$ cat src/hw/rtl/multi_motor_speed_pid_core_defines.svh
// Assertion macros for the checks in the top level of the speed controller.
`ifndef MULTI_MOTOR_SPEED_PID_CORE_DEFINES_SVH
`define MULTI_MOTOR_SPEED_PID_CORE_DEFINES_SVH
`ifndef SYNTHESIS
`define MMSP_ASSERT_IMPL(label, clock, resetn, ante, cons) \
    label: assert property (@(posedge clock) disable iff (!(resetn)) (ante) |-> (cons)) \
        else $error("mmsp check failed");
`define MMSP_ASSERT_NEXT(label, clock, resetn, ante, cons) \
    label: assert property (@(posedge clock) disable iff (!(resetn)) (ante) |=> (cons)) \
        else $error("mmsp check failed");
`else
`define MMSP_ASSERT_IMPL(label, clock, resetn, ante, cons)
`define MMSP_ASSERT_NEXT(label, clock, resetn, ante, cons)
`endif
`endif

$ cat src/hw/rtl/mmsp_pkg.sv
`timescale 1ns / 1ps
package mmsp_pkg;

    localparam int SLOTS  = 4;
    localparam int SLOT_W = 2;
    localparam int ID_W   = 11;
    localparam int WORD_W = 16;
    localparam int ERR_W  = 17;
    localparam int INTEG_W = 24;
    localparam int LAST_W = 18;
    localparam int DIFF_W = 19;
    localparam int DRIVE_W = 15;
    localparam int FRAME_W = 64;
    localparam int CFG_IDX_W = 3;

    localparam logic [ID_W-1:0] ID_BASE = 11'h200;
    localparam int DRIVE_MAX = 10000;

    localparam int DEF_MOTORS         = 4;
    localparam int DEF_INTEGRAL_START = 1000;
    localparam int DEF_INTEGRAL_LIMIT = 8000;
    localparam int DEF_GAIN_FRAC_BITS = 8;
    localparam int DEF_QUEUE_DEPTH    = 4;

    // Register indexes of the configuration port.
    localparam logic [CFG_IDX_W-1:0] REG_TARGET_ONE   = 3'd0;
    localparam logic [CFG_IDX_W-1:0] REG_TARGET_TWO   = 3'd1;
    localparam logic [CFG_IDX_W-1:0] REG_TARGET_THREE = 3'd2;
    localparam logic [CFG_IDX_W-1:0] REG_TARGET_FOUR  = 3'd3;
    localparam logic [CFG_IDX_W-1:0] REG_GAIN_PROP    = 3'd4;
    localparam logic [CFG_IDX_W-1:0] REG_GAIN_INTEG   = 3'd5;
    localparam logic [CFG_IDX_W-1:0] REG_GAIN_DERIV   = 3'd6;
    localparam logic [CFG_IDX_W-1:0] REG_DEAD_ZONE    = 3'd7;

    localparam logic [WORD_W-1:0] RST_TARGET_ONE   = 16'h0000;
    localparam logic [WORD_W-1:0] RST_TARGET_TWO   = 16'h0000;
    localparam logic [WORD_W-1:0] RST_TARGET_THREE = 16'hEC78;
    localparam logic [WORD_W-1:0] RST_TARGET_FOUR  = 16'h1388;
    localparam logic [WORD_W-1:0] RST_GAIN_PROP    = 16'h0400;
    localparam logic [WORD_W-1:0] RST_GAIN_INTEG   = 16'h0000;
    localparam logic [WORD_W-1:0] RST_GAIN_DERIV   = 16'h0000;
    localparam logic [WORD_W-1:0] RST_DEAD_ZONE    = 16'h000A;

    typedef struct packed {
        logic [SLOTS-1:0][WORD_W-1:0] target;
        logic signed [WORD_W-1:0]     gain_prop;
        logic signed [WORD_W-1:0]     gain_integ;
        logic signed [WORD_W-1:0]     gain_deriv;
        logic [WORD_W-1:0]            dead_zone;
    } cfg_t;

    // One classified feedback item on its way to the arithmetic.
    typedef struct packed {
        logic                     ok;
        logic [SLOT_W-1:0]        slot;
        logic signed [WORD_W-1:0] speed;
    } job_t;

    typedef struct packed {
        logic full;
        logic empty;
    } queue_stat_t;

endpackage

$ cat src/hw/rtl/mmsp_if.sv
`timescale 1ns / 1ps
interface mmsp_feedback_if;
    logic               valid;
    logic               ready;
    logic [10:0]        msg_id;
    logic signed [15:0] speed;

    modport source (output valid, output msg_id, output speed, input ready);
    modport sink (input valid, input msg_id, input speed, output ready);
endinterface

interface mmsp_command_if;
    logic               valid;
    logic               ready;
    logic               id_valid;
    logic signed [14:0] drive;
    logic [63:0]        tx_payload;

    modport source (output valid, output id_valid, output drive, output tx_payload,
                    input ready);
    modport sink (input valid, input id_valid, input drive, input tx_payload,
                  output ready);
endinterface

$ cat src/hw/rtl/mmsp_front.sv
`timescale 1ns / 1ps
module mmsp_front #(
    parameter int MOTORS = mmsp_pkg::DEF_MOTORS
) (
    mmsp_feedback_if.sink  feedback,
    output mmsp_pkg::job_t push_job,
    output logic           push_valid,
    input  logic           push_ready
);
    import mmsp_pkg::*;

    logic [ID_W-1:0] offset;

    assign offset = feedback.msg_id - ID_BASE - 11'd1;

    always_comb
    begin
        push_job.ok    = (feedback.msg_id > ID_BASE) &&
                         (feedback.msg_id <= ID_BASE + ID_W'(MOTORS));
        push_job.slot  = offset[SLOT_W-1:0];
        push_job.speed = feedback.speed;
    end

    assign push_valid     = feedback.valid;
    assign feedback.ready = push_ready;

endmodule

$ cat src/hw/rtl/mmsp_queue.sv
`timescale 1ns / 1ps
module mmsp_queue #(
    parameter int DEPTH = mmsp_pkg::DEF_QUEUE_DEPTH
) (
    input  logic                  clk,
    input  logic                  rst_n,
    input  mmsp_pkg::job_t        push_job,
    input  logic                  push_valid,
    output logic                  push_ready,
    output mmsp_pkg::job_t        pop_job,
    input  logic                  pop,
    output mmsp_pkg::queue_stat_t stat
);
    import mmsp_pkg::*;

    localparam int PTR_W = $clog2(DEPTH);
    localparam int CNT_W = $clog2(DEPTH + 1);

    job_t             entry_reg [DEPTH];
    logic [PTR_W-1:0] wr_ptr_reg, wr_ptr_next;
    logic [PTR_W-1:0] rd_ptr_reg, rd_ptr_next;
    logic [CNT_W-1:0] count_reg, count_next;
    logic             push;

    assign stat.full  = (count_reg == CNT_W'(DEPTH));
    assign stat.empty = (count_reg == '0);
    assign push_ready = !stat.full;
    assign push       = push_valid && !stat.full;
    assign pop_job    = entry_reg[rd_ptr_reg];

    always_comb
    begin
        wr_ptr_next = wr_ptr_reg;
        rd_ptr_next = rd_ptr_reg;
        count_next  = count_reg;
        if (push)
        begin
            wr_ptr_next = (wr_ptr_reg == PTR_W'(DEPTH - 1)) ? '0 : wr_ptr_reg + 1'b1;
        end
        if (pop)
        begin
            rd_ptr_next = (rd_ptr_reg == PTR_W'(DEPTH - 1)) ? '0 : rd_ptr_reg + 1'b1;
        end
        if (push && !pop)
        begin
            count_next = count_reg + 1'b1;
        end
        else if (pop && !push)
        begin
            count_next = count_reg - 1'b1;
        end
    end

    always_ff @(posedge clk or negedge rst_n)
    begin
        if (!rst_n)
        begin
            wr_ptr_reg <= '0;
            rd_ptr_reg <= '0;
            count_reg  <= '0;
        end
        else
        begin
            wr_ptr_reg <= wr_ptr_next;
            rd_ptr_reg <= rd_ptr_next;
            count_reg  <= count_next;
        end
    end

    always_ff @(posedge clk)
    begin
        if (push)
        begin
            entry_reg[wr_ptr_reg] <= push_job;
        end
    end

endmodule

$ cat src/hw/rtl/mmsp_back.sv
`timescale 1ns / 1ps
module mmsp_back #(
    parameter int MOTORS         = mmsp_pkg::DEF_MOTORS,
    parameter int INTEGRAL_START = mmsp_pkg::DEF_INTEGRAL_START,
    parameter int INTEGRAL_LIMIT = mmsp_pkg::DEF_INTEGRAL_LIMIT,
    parameter int GAIN_FRAC_BITS = mmsp_pkg::DEF_GAIN_FRAC_BITS
) (
    input  logic             clk,
    input  logic             rst_n,
    input  mmsp_pkg::cfg_t   cfg,
    input  mmsp_pkg::job_t   job,
    input  logic             job_valid,
    output logic             pop,
    mmsp_command_if.source   command
);
    import mmsp_pkg::*;

    localparam int PP_W  = WORD_W + ERR_W;
    localparam int PI_W  = WORD_W + INTEG_W;
    localparam int PD_W  = WORD_W + DIFF_W;
    localparam int SUM_W = PI_W + 2;

    localparam logic signed [LAST_W-1:0]  START_P = LAST_W'(INTEGRAL_START);
    localparam logic signed [INTEG_W:0]   LIM_P   = (INTEG_W + 1)'(INTEGRAL_LIMIT);
    localparam logic signed [INTEG_W:0]   LIM_N   = -LIM_P;
    localparam logic signed [SUM_W-1:0]   BIAS    = SUM_W'((64'd1 << GAIN_FRAC_BITS) - 64'd1);
    localparam logic signed [SUM_W-1:0]   Q_MAX   = SUM_W'(DRIVE_MAX);
    localparam logic signed [SUM_W-1:0]   Q_MIN   = -Q_MAX;

    logic en;

    // Per-motor state.
    logic signed [INTEG_W-1:0] integ_reg [MOTORS];
    logic signed [LAST_W-1:0]  last_reg  [MOTORS];
    logic signed [WORD_W-1:0]  cmd_reg   [MOTORS];

    // Head of queue: error, dead zone and integral update.
    logic signed [WORD_W-1:0]  target_sel;
    logic signed [INTEG_W-1:0] integ_old;
    logic signed [LAST_W-1:0]  last_old;
    logic signed [ERR_W-1:0]   err_raw;
    logic signed [LAST_W-1:0]  err_wide;
    logic signed [LAST_W-1:0]  dz_pos;
    logic                      in_dz;
    logic signed [ERR_W-1:0]   err_eff;
    logic signed [LAST_W-1:0]  err_eff_wide;
    logic signed [INTEG_W-1:0] integ_base;
    logic signed [LAST_W-1:0]  last_base;
    logic signed [INTEG_W:0]   integ_sum;
    logic signed [INTEG_W-1:0] integ_clamped;
    logic signed [INTEG_W-1:0] integ_new;
    logic signed [DIFF_W-1:0]  diff_new;
    logic                      state_we;

    logic                      s1_valid_reg, s1_valid_next;
    logic                      s1_ok_reg;
    logic [SLOT_W-1:0]         s1_slot_reg;
    logic signed [ERR_W-1:0]   s1_err_reg;
    logic signed [INTEG_W-1:0] s1_integ_reg;
    logic signed [DIFF_W-1:0]  s1_diff_reg;

    logic                      s2_valid_reg;
    logic                      s2_ok_reg;
    logic [SLOT_W-1:0]         s2_slot_reg;
    logic signed [PP_W-1:0]    s2_pp_reg, s2_pp_next;
    logic signed [PI_W-1:0]    s2_pi_reg, s2_pi_next;
    logic signed [PD_W-1:0]    s2_pd_reg, s2_pd_next;

    logic                      s3_valid_reg;
    logic                      s3_ok_reg;
    logic [SLOT_W-1:0]         s3_slot_reg;
    logic signed [SUM_W-1:0]   s3_sum_reg, s3_sum_next;

    logic signed [SUM_W-1:0]   biased;
    logic signed [SUM_W-1:0]   quot;
    logic signed [SUM_W-1:0]   q_clamped;
    logic signed [WORD_W-1:0]  cmd_new;
    logic                      cmd_we;

    logic                      out_valid_reg, out_valid_next;
    logic                      out_id_valid_reg, out_id_valid_next;
    logic signed [DRIVE_W-1:0] out_drive_reg, out_drive_next;
    logic [FRAME_W-1:0]        out_frame_reg, out_frame_next;

    // The whole back end advances together; the output register is its last stage.
    assign en  = !out_valid_reg || command.ready;
    assign pop = en && job_valid;

    always_comb
    begin
        target_sel = '0;
        integ_old  = '0;
        last_old   = '0;
        for (int n = 0; n < SLOTS; n++)
        begin
            if (job.slot == SLOT_W'(n))
            begin
                target_sel = $signed(cfg.target[n]);
            end
        end
        for (int n = 0; n < MOTORS; n++)
        begin
            if (job.slot == SLOT_W'(n))
            begin
                integ_old = integ_reg[n];
                last_old  = last_reg[n];
            end
        end
    end

    always_comb
    begin
        err_raw      = ERR_W'(target_sel) - ERR_W'(job.speed);
        err_wide     = LAST_W'(err_raw);
        dz_pos       = $signed({2'b00, cfg.dead_zone});
        in_dz        = (err_wide > -dz_pos) && (err_wide < dz_pos);
        err_eff      = in_dz ? '0 : err_raw;
        integ_base   = in_dz ? '0 : integ_old;
        last_base    = in_dz ? '0 : last_old;
        err_eff_wide = LAST_W'(err_eff);
        integ_sum    = (INTEG_W + 1)'(integ_base) + (INTEG_W + 1)'(err_eff);
        if (integ_sum > LIM_P)
        begin
            integ_clamped = INTEG_W'(LIM_P);
        end
        else if (integ_sum < LIM_N)
        begin
            integ_clamped = INTEG_W'(LIM_N);
        end
        else
        begin
            integ_clamped = integ_sum[INTEG_W-1:0];
        end
        // Integral separation: far from target the integral is held.
        if ((err_eff_wide > -START_P) && (err_eff_wide < START_P))
        begin
            integ_new = integ_clamped;
        end
        else
        begin
            integ_new = integ_base;
        end
        diff_new = DIFF_W'(err_eff) - DIFF_W'(last_base);
        state_we = pop && job.ok;
    end

    assign s1_valid_next = en ? job_valid : s1_valid_reg;

    always_ff @(posedge clk or negedge rst_n)
    begin
        if (!rst_n)
        begin
            for (int n = 0; n < MOTORS; n++)
            begin
                integ_reg[n] <= '0;
                last_reg[n]  <= '0;
            end
        end
        else
        begin
            for (int n = 0; n < MOTORS; n++)
            begin
                if (state_we && (job.slot == SLOT_W'(n)))
                begin
                    integ_reg[n] <= integ_new;
                    last_reg[n]  <= err_eff_wide;
                end
            end
        end
    end

    // Stage two: the three gain products.
    assign s2_pp_next = cfg.gain_prop * s1_err_reg;
    assign s2_pi_next = cfg.gain_integ * s1_integ_reg;
    assign s2_pd_next = cfg.gain_deriv * s1_diff_reg;

    // Stage three: exact sum.
    assign s3_sum_next = SUM_W'(s2_pp_reg) + SUM_W'(s2_pi_reg) + SUM_W'(s2_pd_reg);

    // Stage four: scale toward zero, clamp and update the frame.
    always_comb
    begin
        biased = s3_sum_reg + (s3_sum_reg[SUM_W-1] ? BIAS : '0);
        quot   = biased >>> GAIN_FRAC_BITS;
        if (quot > Q_MAX)
        begin
            q_clamped = Q_MAX;
        end
        else if (quot < Q_MIN)
        begin
            q_clamped = Q_MIN;
        end
        else
        begin
            q_clamped = quot;
        end
        cmd_new = s3_ok_reg ? q_clamped[WORD_W-1:0] : '0;
        cmd_we  = en && s3_valid_reg && s3_ok_reg;
    end

    always_comb
    begin
        out_frame_next = '0;
        for (int n = 0; n < MOTORS; n++)
        begin
            if (s3_ok_reg && (s3_slot_reg == SLOT_W'(n)))
            begin
                out_frame_next[FRAME_W-1-WORD_W*n -: WORD_W] = cmd_new;
            end
            else
            begin
                out_frame_next[FRAME_W-1-WORD_W*n -: WORD_W] = cmd_reg[n];
            end
        end
        out_id_valid_next = s3_ok_reg;
        out_drive_next    = cmd_new[DRIVE_W-1:0];
        out_valid_next    = en ? s3_valid_reg : out_valid_reg;
    end

    always_ff @(posedge clk or negedge rst_n)
    begin
        if (!rst_n)
        begin
            s1_valid_reg  <= 1'b0;
            s2_valid_reg  <= 1'b0;
            s3_valid_reg  <= 1'b0;
            out_valid_reg <= 1'b0;
            for (int n = 0; n < MOTORS; n++)
            begin
                cmd_reg[n] <= '0;
            end
        end
        else
        begin
            s1_valid_reg  <= s1_valid_next;
            out_valid_reg <= out_valid_next;
            if (en)
            begin
                s2_valid_reg <= s1_valid_reg;
                s3_valid_reg <= s2_valid_reg;
            end
            for (int n = 0; n < MOTORS; n++)
            begin
                if (cmd_we && (s3_slot_reg == SLOT_W'(n)))
                begin
                    cmd_reg[n] <= cmd_new;
                end
            end
        end
    end

    always_ff @(posedge clk)
    begin
        if (en)
        begin
            s1_ok_reg        <= job.ok;
            s1_slot_reg      <= job.slot;
            s1_err_reg       <= err_eff;
            s1_integ_reg     <= integ_new;
            s1_diff_reg      <= diff_new;
            s2_ok_reg        <= s1_ok_reg;
            s2_slot_reg      <= s1_slot_reg;
            s2_pp_reg        <= s2_pp_next;
            s2_pi_reg        <= s2_pi_next;
            s2_pd_reg        <= s2_pd_next;
            s3_ok_reg        <= s2_ok_reg;
            s3_slot_reg      <= s2_slot_reg;
            s3_sum_reg       <= s3_sum_next;
            out_id_valid_reg <= out_id_valid_next;
            out_drive_reg    <= out_drive_next;
            out_frame_reg    <= out_frame_next;
        end
    end

    assign command.valid      = out_valid_reg;
    assign command.id_valid   = out_id_valid_reg;
    assign command.drive      = out_drive_reg;
    assign command.tx_payload = out_frame_reg;

endmodule

$ cat src/hw/rtl/multi_motor_speed_pid_core.sv
`timescale 1ns / 1ps
// Speed PID for up to four motors fed by CAN feedback frames. Each accepted item
// (identifier and measured speed) yields exactly one result: the new clamped drive
// of the selected motor and the whole 8-byte command frame, or a flagged result
// with the unchanged frame when the identifier selects no motor. A new item can
// be accepted every cycle while the receiver takes results; the per-motor
// integral and last error are read and rewritten in the same cycle at the head of
// the arithmetic pipeline, which sets that rate. An item passes the input queue,
// the s1, s2 and s3 stages and the output register before its result is offered
// on the command side; a receiver stall holds the pipeline and a full input queue
// holds off the feedback side. The user must write targets, gains and dead zone
// through the configuration port while no item is in flight; the block does not enforce it.
`include "multi_motor_speed_pid_core_defines.svh"
module multi_motor_speed_pid_core #(
    parameter int MOTORS         = mmsp_pkg::DEF_MOTORS,
    parameter int INTEGRAL_START = mmsp_pkg::DEF_INTEGRAL_START,
    parameter int INTEGRAL_LIMIT = mmsp_pkg::DEF_INTEGRAL_LIMIT,
    parameter int GAIN_FRAC_BITS = mmsp_pkg::DEF_GAIN_FRAC_BITS,
    parameter int QUEUE_DEPTH    = mmsp_pkg::DEF_QUEUE_DEPTH
) (
    input  logic                               clk,
    input  logic                               rst_n,
    input  logic                               cfg_we,
    input  logic [mmsp_pkg::CFG_IDX_W-1:0]     cfg_index,
    input  logic [mmsp_pkg::WORD_W-1:0]        cfg_data,
    mmsp_feedback_if.sink                      feedback,
    mmsp_command_if.source                     command
);
    import mmsp_pkg::*;

    cfg_t        cfg_reg, cfg_next;
    job_t        push_job;
    logic        push_valid;
    logic        push_ready;
    job_t        pop_job;
    logic        pop;
    queue_stat_t q_stat;

    always_comb
    begin
        cfg_next = cfg_reg;
        if (cfg_we)
        begin
            case (cfg_index)
                REG_TARGET_ONE:   cfg_next.target[0]  = cfg_data;
                REG_TARGET_TWO:   cfg_next.target[1]  = cfg_data;
                REG_TARGET_THREE: cfg_next.target[2]  = cfg_data;
                REG_TARGET_FOUR:  cfg_next.target[3]  = cfg_data;
                REG_GAIN_PROP:    cfg_next.gain_prop  = $signed(cfg_data);
                REG_GAIN_INTEG:   cfg_next.gain_integ = $signed(cfg_data);
                REG_GAIN_DERIV:   cfg_next.gain_deriv = $signed(cfg_data);
                REG_DEAD_ZONE:    cfg_next.dead_zone  = cfg_data;
                default:          cfg_next = cfg_reg;
            endcase
        end
    end

    always_ff @(posedge clk or negedge rst_n)
    begin
        if (!rst_n)
        begin
            cfg_reg.target[0]  <= RST_TARGET_ONE;
            cfg_reg.target[1]  <= RST_TARGET_TWO;
            cfg_reg.target[2]  <= RST_TARGET_THREE;
            cfg_reg.target[3]  <= RST_TARGET_FOUR;
            cfg_reg.gain_prop  <= $signed(RST_GAIN_PROP);
            cfg_reg.gain_integ <= $signed(RST_GAIN_INTEG);
            cfg_reg.gain_deriv <= $signed(RST_GAIN_DERIV);
            cfg_reg.dead_zone  <= RST_DEAD_ZONE;
        end
        else
        begin
            cfg_reg <= cfg_next;
        end
    end

    mmsp_front #(
        .MOTORS(MOTORS)
    ) u_front (
        .feedback  (feedback),
        .push_job  (push_job),
        .push_valid(push_valid),
        .push_ready(push_ready)
    );

    mmsp_queue #(
        .DEPTH(QUEUE_DEPTH)
    ) u_queue (
        .clk       (clk),
        .rst_n     (rst_n),
        .push_job  (push_job),
        .push_valid(push_valid),
        .push_ready(push_ready),
        .pop_job   (pop_job),
        .pop       (pop),
        .stat      (q_stat)
    );

    mmsp_back #(
        .MOTORS        (MOTORS),
        .INTEGRAL_START(INTEGRAL_START),
        .INTEGRAL_LIMIT(INTEGRAL_LIMIT),
        .GAIN_FRAC_BITS(GAIN_FRAC_BITS)
    ) u_back (
        .clk      (clk),
        .rst_n    (rst_n),
        .cfg      (cfg_reg),
        .job      (pop_job),
        .job_valid(!q_stat.empty),
        .pop      (pop),
        .command  (command)
    );

    // A flagged item never carries a drive value.
    `MMSP_ASSERT_IMPL(a_invalid_zero, clk, rst_n, command.valid && !command.id_valid, command.drive == 15'sd0)
    // The drive never leaves the clamp range.
    `MMSP_ASSERT_IMPL(a_drive_range, clk, rst_n, command.valid, (command.drive <= 15'sd10000) && (command.drive >= -15'sd10000))
    // A full queue holds off the feedback side.
    `MMSP_ASSERT_IMPL(a_full_stalls, clk, rst_n, q_stat.full, !feedback.ready)
    // Nothing is popped from an empty queue.
    `MMSP_ASSERT_IMPL(a_no_empty_pop, clk, rst_n, q_stat.empty, !pop)

endmodule

$ cat src/flat_wrapper.sv
// flat-port wrapper written by rule: the top's interface ports become plain ports
module multi_motor_speed_pid_core_flat import mmsp_pkg::*;
#(
    parameter int MOTORS         = mmsp_pkg::DEF_MOTORS,
    parameter int INTEGRAL_START = mmsp_pkg::DEF_INTEGRAL_START,
    parameter int INTEGRAL_LIMIT = mmsp_pkg::DEF_INTEGRAL_LIMIT,
    parameter int GAIN_FRAC_BITS = mmsp_pkg::DEF_GAIN_FRAC_BITS,
    parameter int QUEUE_DEPTH    = mmsp_pkg::DEF_QUEUE_DEPTH
)
  (clk, rst_n, cfg_we, cfg_index, cfg_data, feedback_valid, feedback_msg_id, feedback_speed, feedback_ready, command_valid, command_id_valid, command_drive, command_tx_payload, command_ready);
  mmsp_feedback_if feedback_i ();
  mmsp_command_if command_i ();
  input  logic clk;
  input  logic rst_n;
  input  logic cfg_we;
  input  logic [mmsp_pkg::CFG_IDX_W-1:0] cfg_index;
  input  logic [mmsp_pkg::WORD_W-1:0] cfg_data;
  input wire logic [$bits(feedback_i.valid)-1:0] feedback_valid;
  input wire logic [$bits(feedback_i.msg_id)-1:0] feedback_msg_id;
  input wire logic [$bits(feedback_i.speed)-1:0] feedback_speed;
  output wire logic [$bits(feedback_i.ready)-1:0] feedback_ready;
  output wire logic [$bits(command_i.valid)-1:0] command_valid;
  output wire logic [$bits(command_i.id_valid)-1:0] command_id_valid;
  output wire logic [$bits(command_i.drive)-1:0] command_drive;
  output wire logic [$bits(command_i.tx_payload)-1:0] command_tx_payload;
  input wire logic [$bits(command_i.ready)-1:0] command_ready;
  assign feedback_i.valid = feedback_valid;
  assign feedback_i.msg_id = feedback_msg_id;
  assign feedback_i.speed = feedback_speed;
  assign feedback_ready = feedback_i.ready;
  assign command_valid = command_i.valid;
  assign command_id_valid = command_i.id_valid;
  assign command_drive = command_i.drive;
  assign command_tx_payload = command_i.tx_payload;
  assign command_i.ready = command_ready;
  multi_motor_speed_pid_core #(.MOTORS(MOTORS), .INTEGRAL_START(INTEGRAL_START), .INTEGRAL_LIMIT(INTEGRAL_LIMIT), .GAIN_FRAC_BITS(GAIN_FRAC_BITS), .QUEUE_DEPTH(QUEUE_DEPTH)) u_core (.clk(clk), .rst_n(rst_n), .cfg_we(cfg_we), .cfg_index(cfg_index), .cfg_data(cfg_data), .feedback(feedback_i), .command(command_i));
endmodule
$ cat config.mk
export PLATFORM = sky130hd
export DESIGN_NAME = multi_motor_speed_pid_core_flat
export DESIGN_NICKNAME = d
export VERILOG_FILES = /design/src/hw/rtl/mmsp_pkg.sv /design/src/hw/rtl/mmsp_if.sv /design/src/hw/rtl/mmsp_front.sv /design/src/hw/rtl/mmsp_queue.sv /design/src/hw/rtl/mmsp_back.sv /design/src/hw/rtl/multi_motor_speed_pid_core.sv /design/src/flat_wrapper.sv
export VERILOG_INCLUDE_DIRS = /design/src /design/src/hw/rtl
export SDC_FILE = /design/constraint.sdc
export NUM_CORES = 2
export LEC_CHECK = 0
export BUFFER_PORTS_ARGS = -buffer_cell sky130_fd_sc_hd__buf_2
export CAP_MARGIN = 30
export CORE_UTILIZATION = 59
export DETAILED_ROUTE_END_ITERATION = 12
export GPL_TIMING_DRIVEN = 0
export PLACE_DENSITY_LB_ADDON = 0.1
export SLEW_MARGIN = 25
export SYNTH_ARGS = -nofsm -noshare
export SYNTH_HDL_FRONTEND = slang
export SYNTH_SLANG_ARGS = --single-unit
$ cat constraint.sdc
create_clock -name clk -period 11.57 [get_ports clk]
set_input_delay 1.157 -clock clk [delete_from_list [all_inputs] [get_ports clk]]
set_output_delay 1.157 -clock clk [all_outputs]
set_load 0.01 [all_outputs]
==> run metrics <==
status complete, no violations; HP Class input port to async pin; total gr overflow 0; compound-cell area share of the yosys netlist 0.07117; R2R setup slack between 500 and 600 ps; Root Driver clkbuf_16; die width roughly 350 um; main combinational cell family by area after synthesis adder cells; Crit path arrival time approximately 12000 ps; Largest stage delay, worst path about 570 ps; max FFs per register approximately 130; CP delay by family, top compound AO/OA/AOI/OAI gates; Post-synth ARST share 0.4946; worst reg2reg path depth between 40 and 50; routed vias between 50000 and 60000; die height 349.2 um; slowest stage cell on the critical path mux4_2; drt drc 0; via/cell ratio approximately 5.8; initial drt markers just over 4000; reg2reg start u_core.u_queue.rd_ptr_reg[1]$_DFFE_PN0P_; startpoint types register; Cell Area, Synth 0.07113 mm^2; gr usage total 0.3300; Worst Tran Pin Value between 900 and 1000 ps; Synth Area in Adders 0.3526; initial core utilization 0.5937; commonest non-fill, non-tap cell in the layout inv_1; fraction of layout cells with a size suffix above 1 0.08659; Hold Fails Final Rpt 0; worst r2r dst u_core.u_back.s1_integ_reg[1]$_DFFE_PN_; WL final 192100 um; Peak Freq 90.69 MHz; FP Rows 127; synthesized instance count about 7000; initial antenna violation count 16; clock skew approximately 81 ps; Slew headroom 0.3612; MaxCap Viol Count 0; syn_nets approximately 8300; syn avg cell area slightly above 10 um^2; Core Area approximately 0.12 mm^2; Worst Path Max Fanout 14; clock buffer depth 3; Area Overhead vs Synth 8.624%; XOR/XNOR share of the synthesized area 0.02689; Synth cell types between 100 and 150; Hold WS between 300 and 400 ps; register area share after synthesis 0.2877; PortBufs roughly 130; hold_buf cts 0; Most used DFF post-synth edfxtp_1; Yosys reg bits 742; sum of buffers and inverters on the critical path 11; CTS Buf Count 84; post-DP HPWL ~150000 um; vias in the first global route approximately 53000; Post-synth EDFFs roughly 380; largest net degree at the start of global routing between 80 and 90; first-pass GRT wire length 304400 um; fin crit period roughly 11000 ps; drt pass-1 iters 6; number of nets with antenna violations after routing 0; final setup margin about 540 ps; final net count around 8600; CTS sink count approximately 740; die area approximately 0.12 mm^2; Simple-Gate Fraction of Synth Area 0.1379; # IOs 133; YS warnings 0; Tcrit/Tclk final 0.9531; Pins Over Slew Limit 0; CP required around 12000 ps; insertion delay to the later sink of the worst-skew pair between 700 and 800 ps; most frequent cells in the layout inv_1 (1109), nand2_1 (1088), fa_1 (999); TritonCTS clock tree done; WL per Instance roughly 22 um; mux cell area share after synthesis 0.04958; critical path type register to register; Finished Cell Area roughly 0.077 mm^2; Placement Setup Slack -3458 ps; CTS clk-pin slew, worst paths approximately 60 ps; Setup crit end kind register; placed cell area between 0.07 and 0.08 mm^2; Setup-failing EPs final 0; gpl congestion just under 1; H-tree Lvls 3; unrepaired setup endpoints after global routing yes; # fillers 9858
-- how the worst max path moves through the flow --
| stage | from | endpoint | slack [ps] | cells after the start |
|---|---|---|---|---|
| 3_5_place_dp | u_core.u_queue.rd_ptr_reg[0]$_DFFE_PN0P_ | u_core.u_back.s1_integ_reg[6]$_DFFE_PN_ | -3460 | 47 |
| 6_report | u_core.u_queue.rd_ptr_reg[1]$_DFFE_PN0P_ | u_core.u_back.s1_integ_reg[1]$_DFFE_PN_ | 540 | 43 |
| 4_1_cts | u_core.u_queue.rd_ptr_reg[0]$_DFFE_PN0P_ | u_core.u_back.s1_integ_reg[6]$_DFFE_PN_ | 60 | 48 |
| 5_1_grt | u_core.u_queue.rd_ptr_reg[1]$_DFFE_PN0P_ | u_core.u_back.s1_integ_reg[6]$_DFFE_PN_ | -30 | 48 |
| 2_1_floorplan | u_core.u_queue.rd_ptr_reg[1]$_DFFE_PN0P_ | u_core.u_back.s1_integ_reg[6]$_DFFE_PN_ | 720 | 47 |
| 3_3_place_gp | u_core.u_queue.rd_ptr_reg[0]$_DFFE_PN0P_ | u_core.u_back.s1_integ_reg[6]$_DFFE_PN_ | -3430 | 47 |
-- synth_stat cells (all sizes together), types with 8 or more instances --
cell	number	area, um^2
inv	1112	4174
nand2	1091	4105
fa	999	20000
ha	406	5080
edfxtp	375	11260
and2	367	2296
dfrtp	350	8758
o21ai	312	1573
clkbuf	258	968.4
a21oi	185	929.6
xnor2	162	1419
mux2	161	1813
nor2	149	585.6
nand2b	104	650.6
nand3	75	375.4
nor3	75	386.6
mux4	61	1374
a21o	53	397.9
xor2	53	471.7
and3	52	330.3
o21a	42	322.8
mux2i	34	340.3
or3	34	212.7
nor2b	30	187.7
a31oi	26	162.7
buf	24	125.1
o211ai	22	165.2
o31ai	22	175.2
a211oi	20	150.1
o21bai	20	153.9
nand4	18	127.6
dfstp	17	446.7
or2	14	87.58
nor4	12	117.6
a2111oi	10	112.6
or4	10	75.07
nand3b	9	67.56
a211o	8	70.07
a41oi	8	70.07
-- cell families (layout without fill, tap and decap cells) --
group	after synthesis	in the layout
simple gates	2064	2064
compound gates	813	813
buf+inv	1396	1699
xor+xnor	216	216
mux	256	256
fa+ha+maj	1405	1405
other cells	0	5
flops	742	742
-- what timing repair did --
| item | 4_1_cts | 5_1_grt |
|---|---|---|
| setup buffers | 2 | 3 |
| resized for setup | 43 | 23 |
| setup endpoints to repair | 138 | 115 |
| pin swaps | 1 | 5 |
-- layer usage --
metal	routed length, um	GRT usage	vias to the layer above
li1	-	-	22610
met1	77840	0.4462	25700
met2	88670	0.5234	1991
met3	15360	0.05541	379
met4	10230	0.1529	4
met5	26	0	-
-- layout make-up --
cell class | instances | area [um^2] | share of cell area
Tap cell | 1612 | 2017 | 0.02610
Clock inverter | 44 | 564.3 | 0.007303
Clock buffer | 112 | 2318 | 0.03001
Buffer | 280 | 1185 | 0.01533
Multi-Input combinational cell | 4754 | 45510 | 0.5890
Timing Repair Buffer | 149 | 988.4 | 0.01279
Antenna cell | 5 | 12.51 | 0.0001619
Sequential cell | 742 | 20470 | 0.2649
Inverter | 1114 | 4203 | 0.05439
-- worst reg2reg max path: cells and delay by family (launching register included) --
kind | cells | cell delay (ps)
AOI/OAI and AO/OA | 17 | 3940
adders and majority gates | 3 | 950
buffers and inverters | 11 | 2350
DFF | 1 | 380
muxes | 2 | 1010
and+or+nand+nor | 10 | 2120
-- through the flow --
| step | utilization | TNS (ps) | std cells |
|---|---|---|---|
| 6_report | 0.6449 | 0 | 8812 |
| 5_1_grt | 0.6448 | -34.36 | 8807 |
| 4_1_cts | 0.6437 | 0 | 8799 |
| 3_5_place_dp | 0.6184 | -393860 | 8643 |
| 3_3_place_gp | 0.6159 | -389220 | 8632 |
| 2_1_floorplan | - | 0 | 6892 |
Power is not shown: default switching activity piles up to over one toggle a cycle in this logic, so the estimate is an artifact.
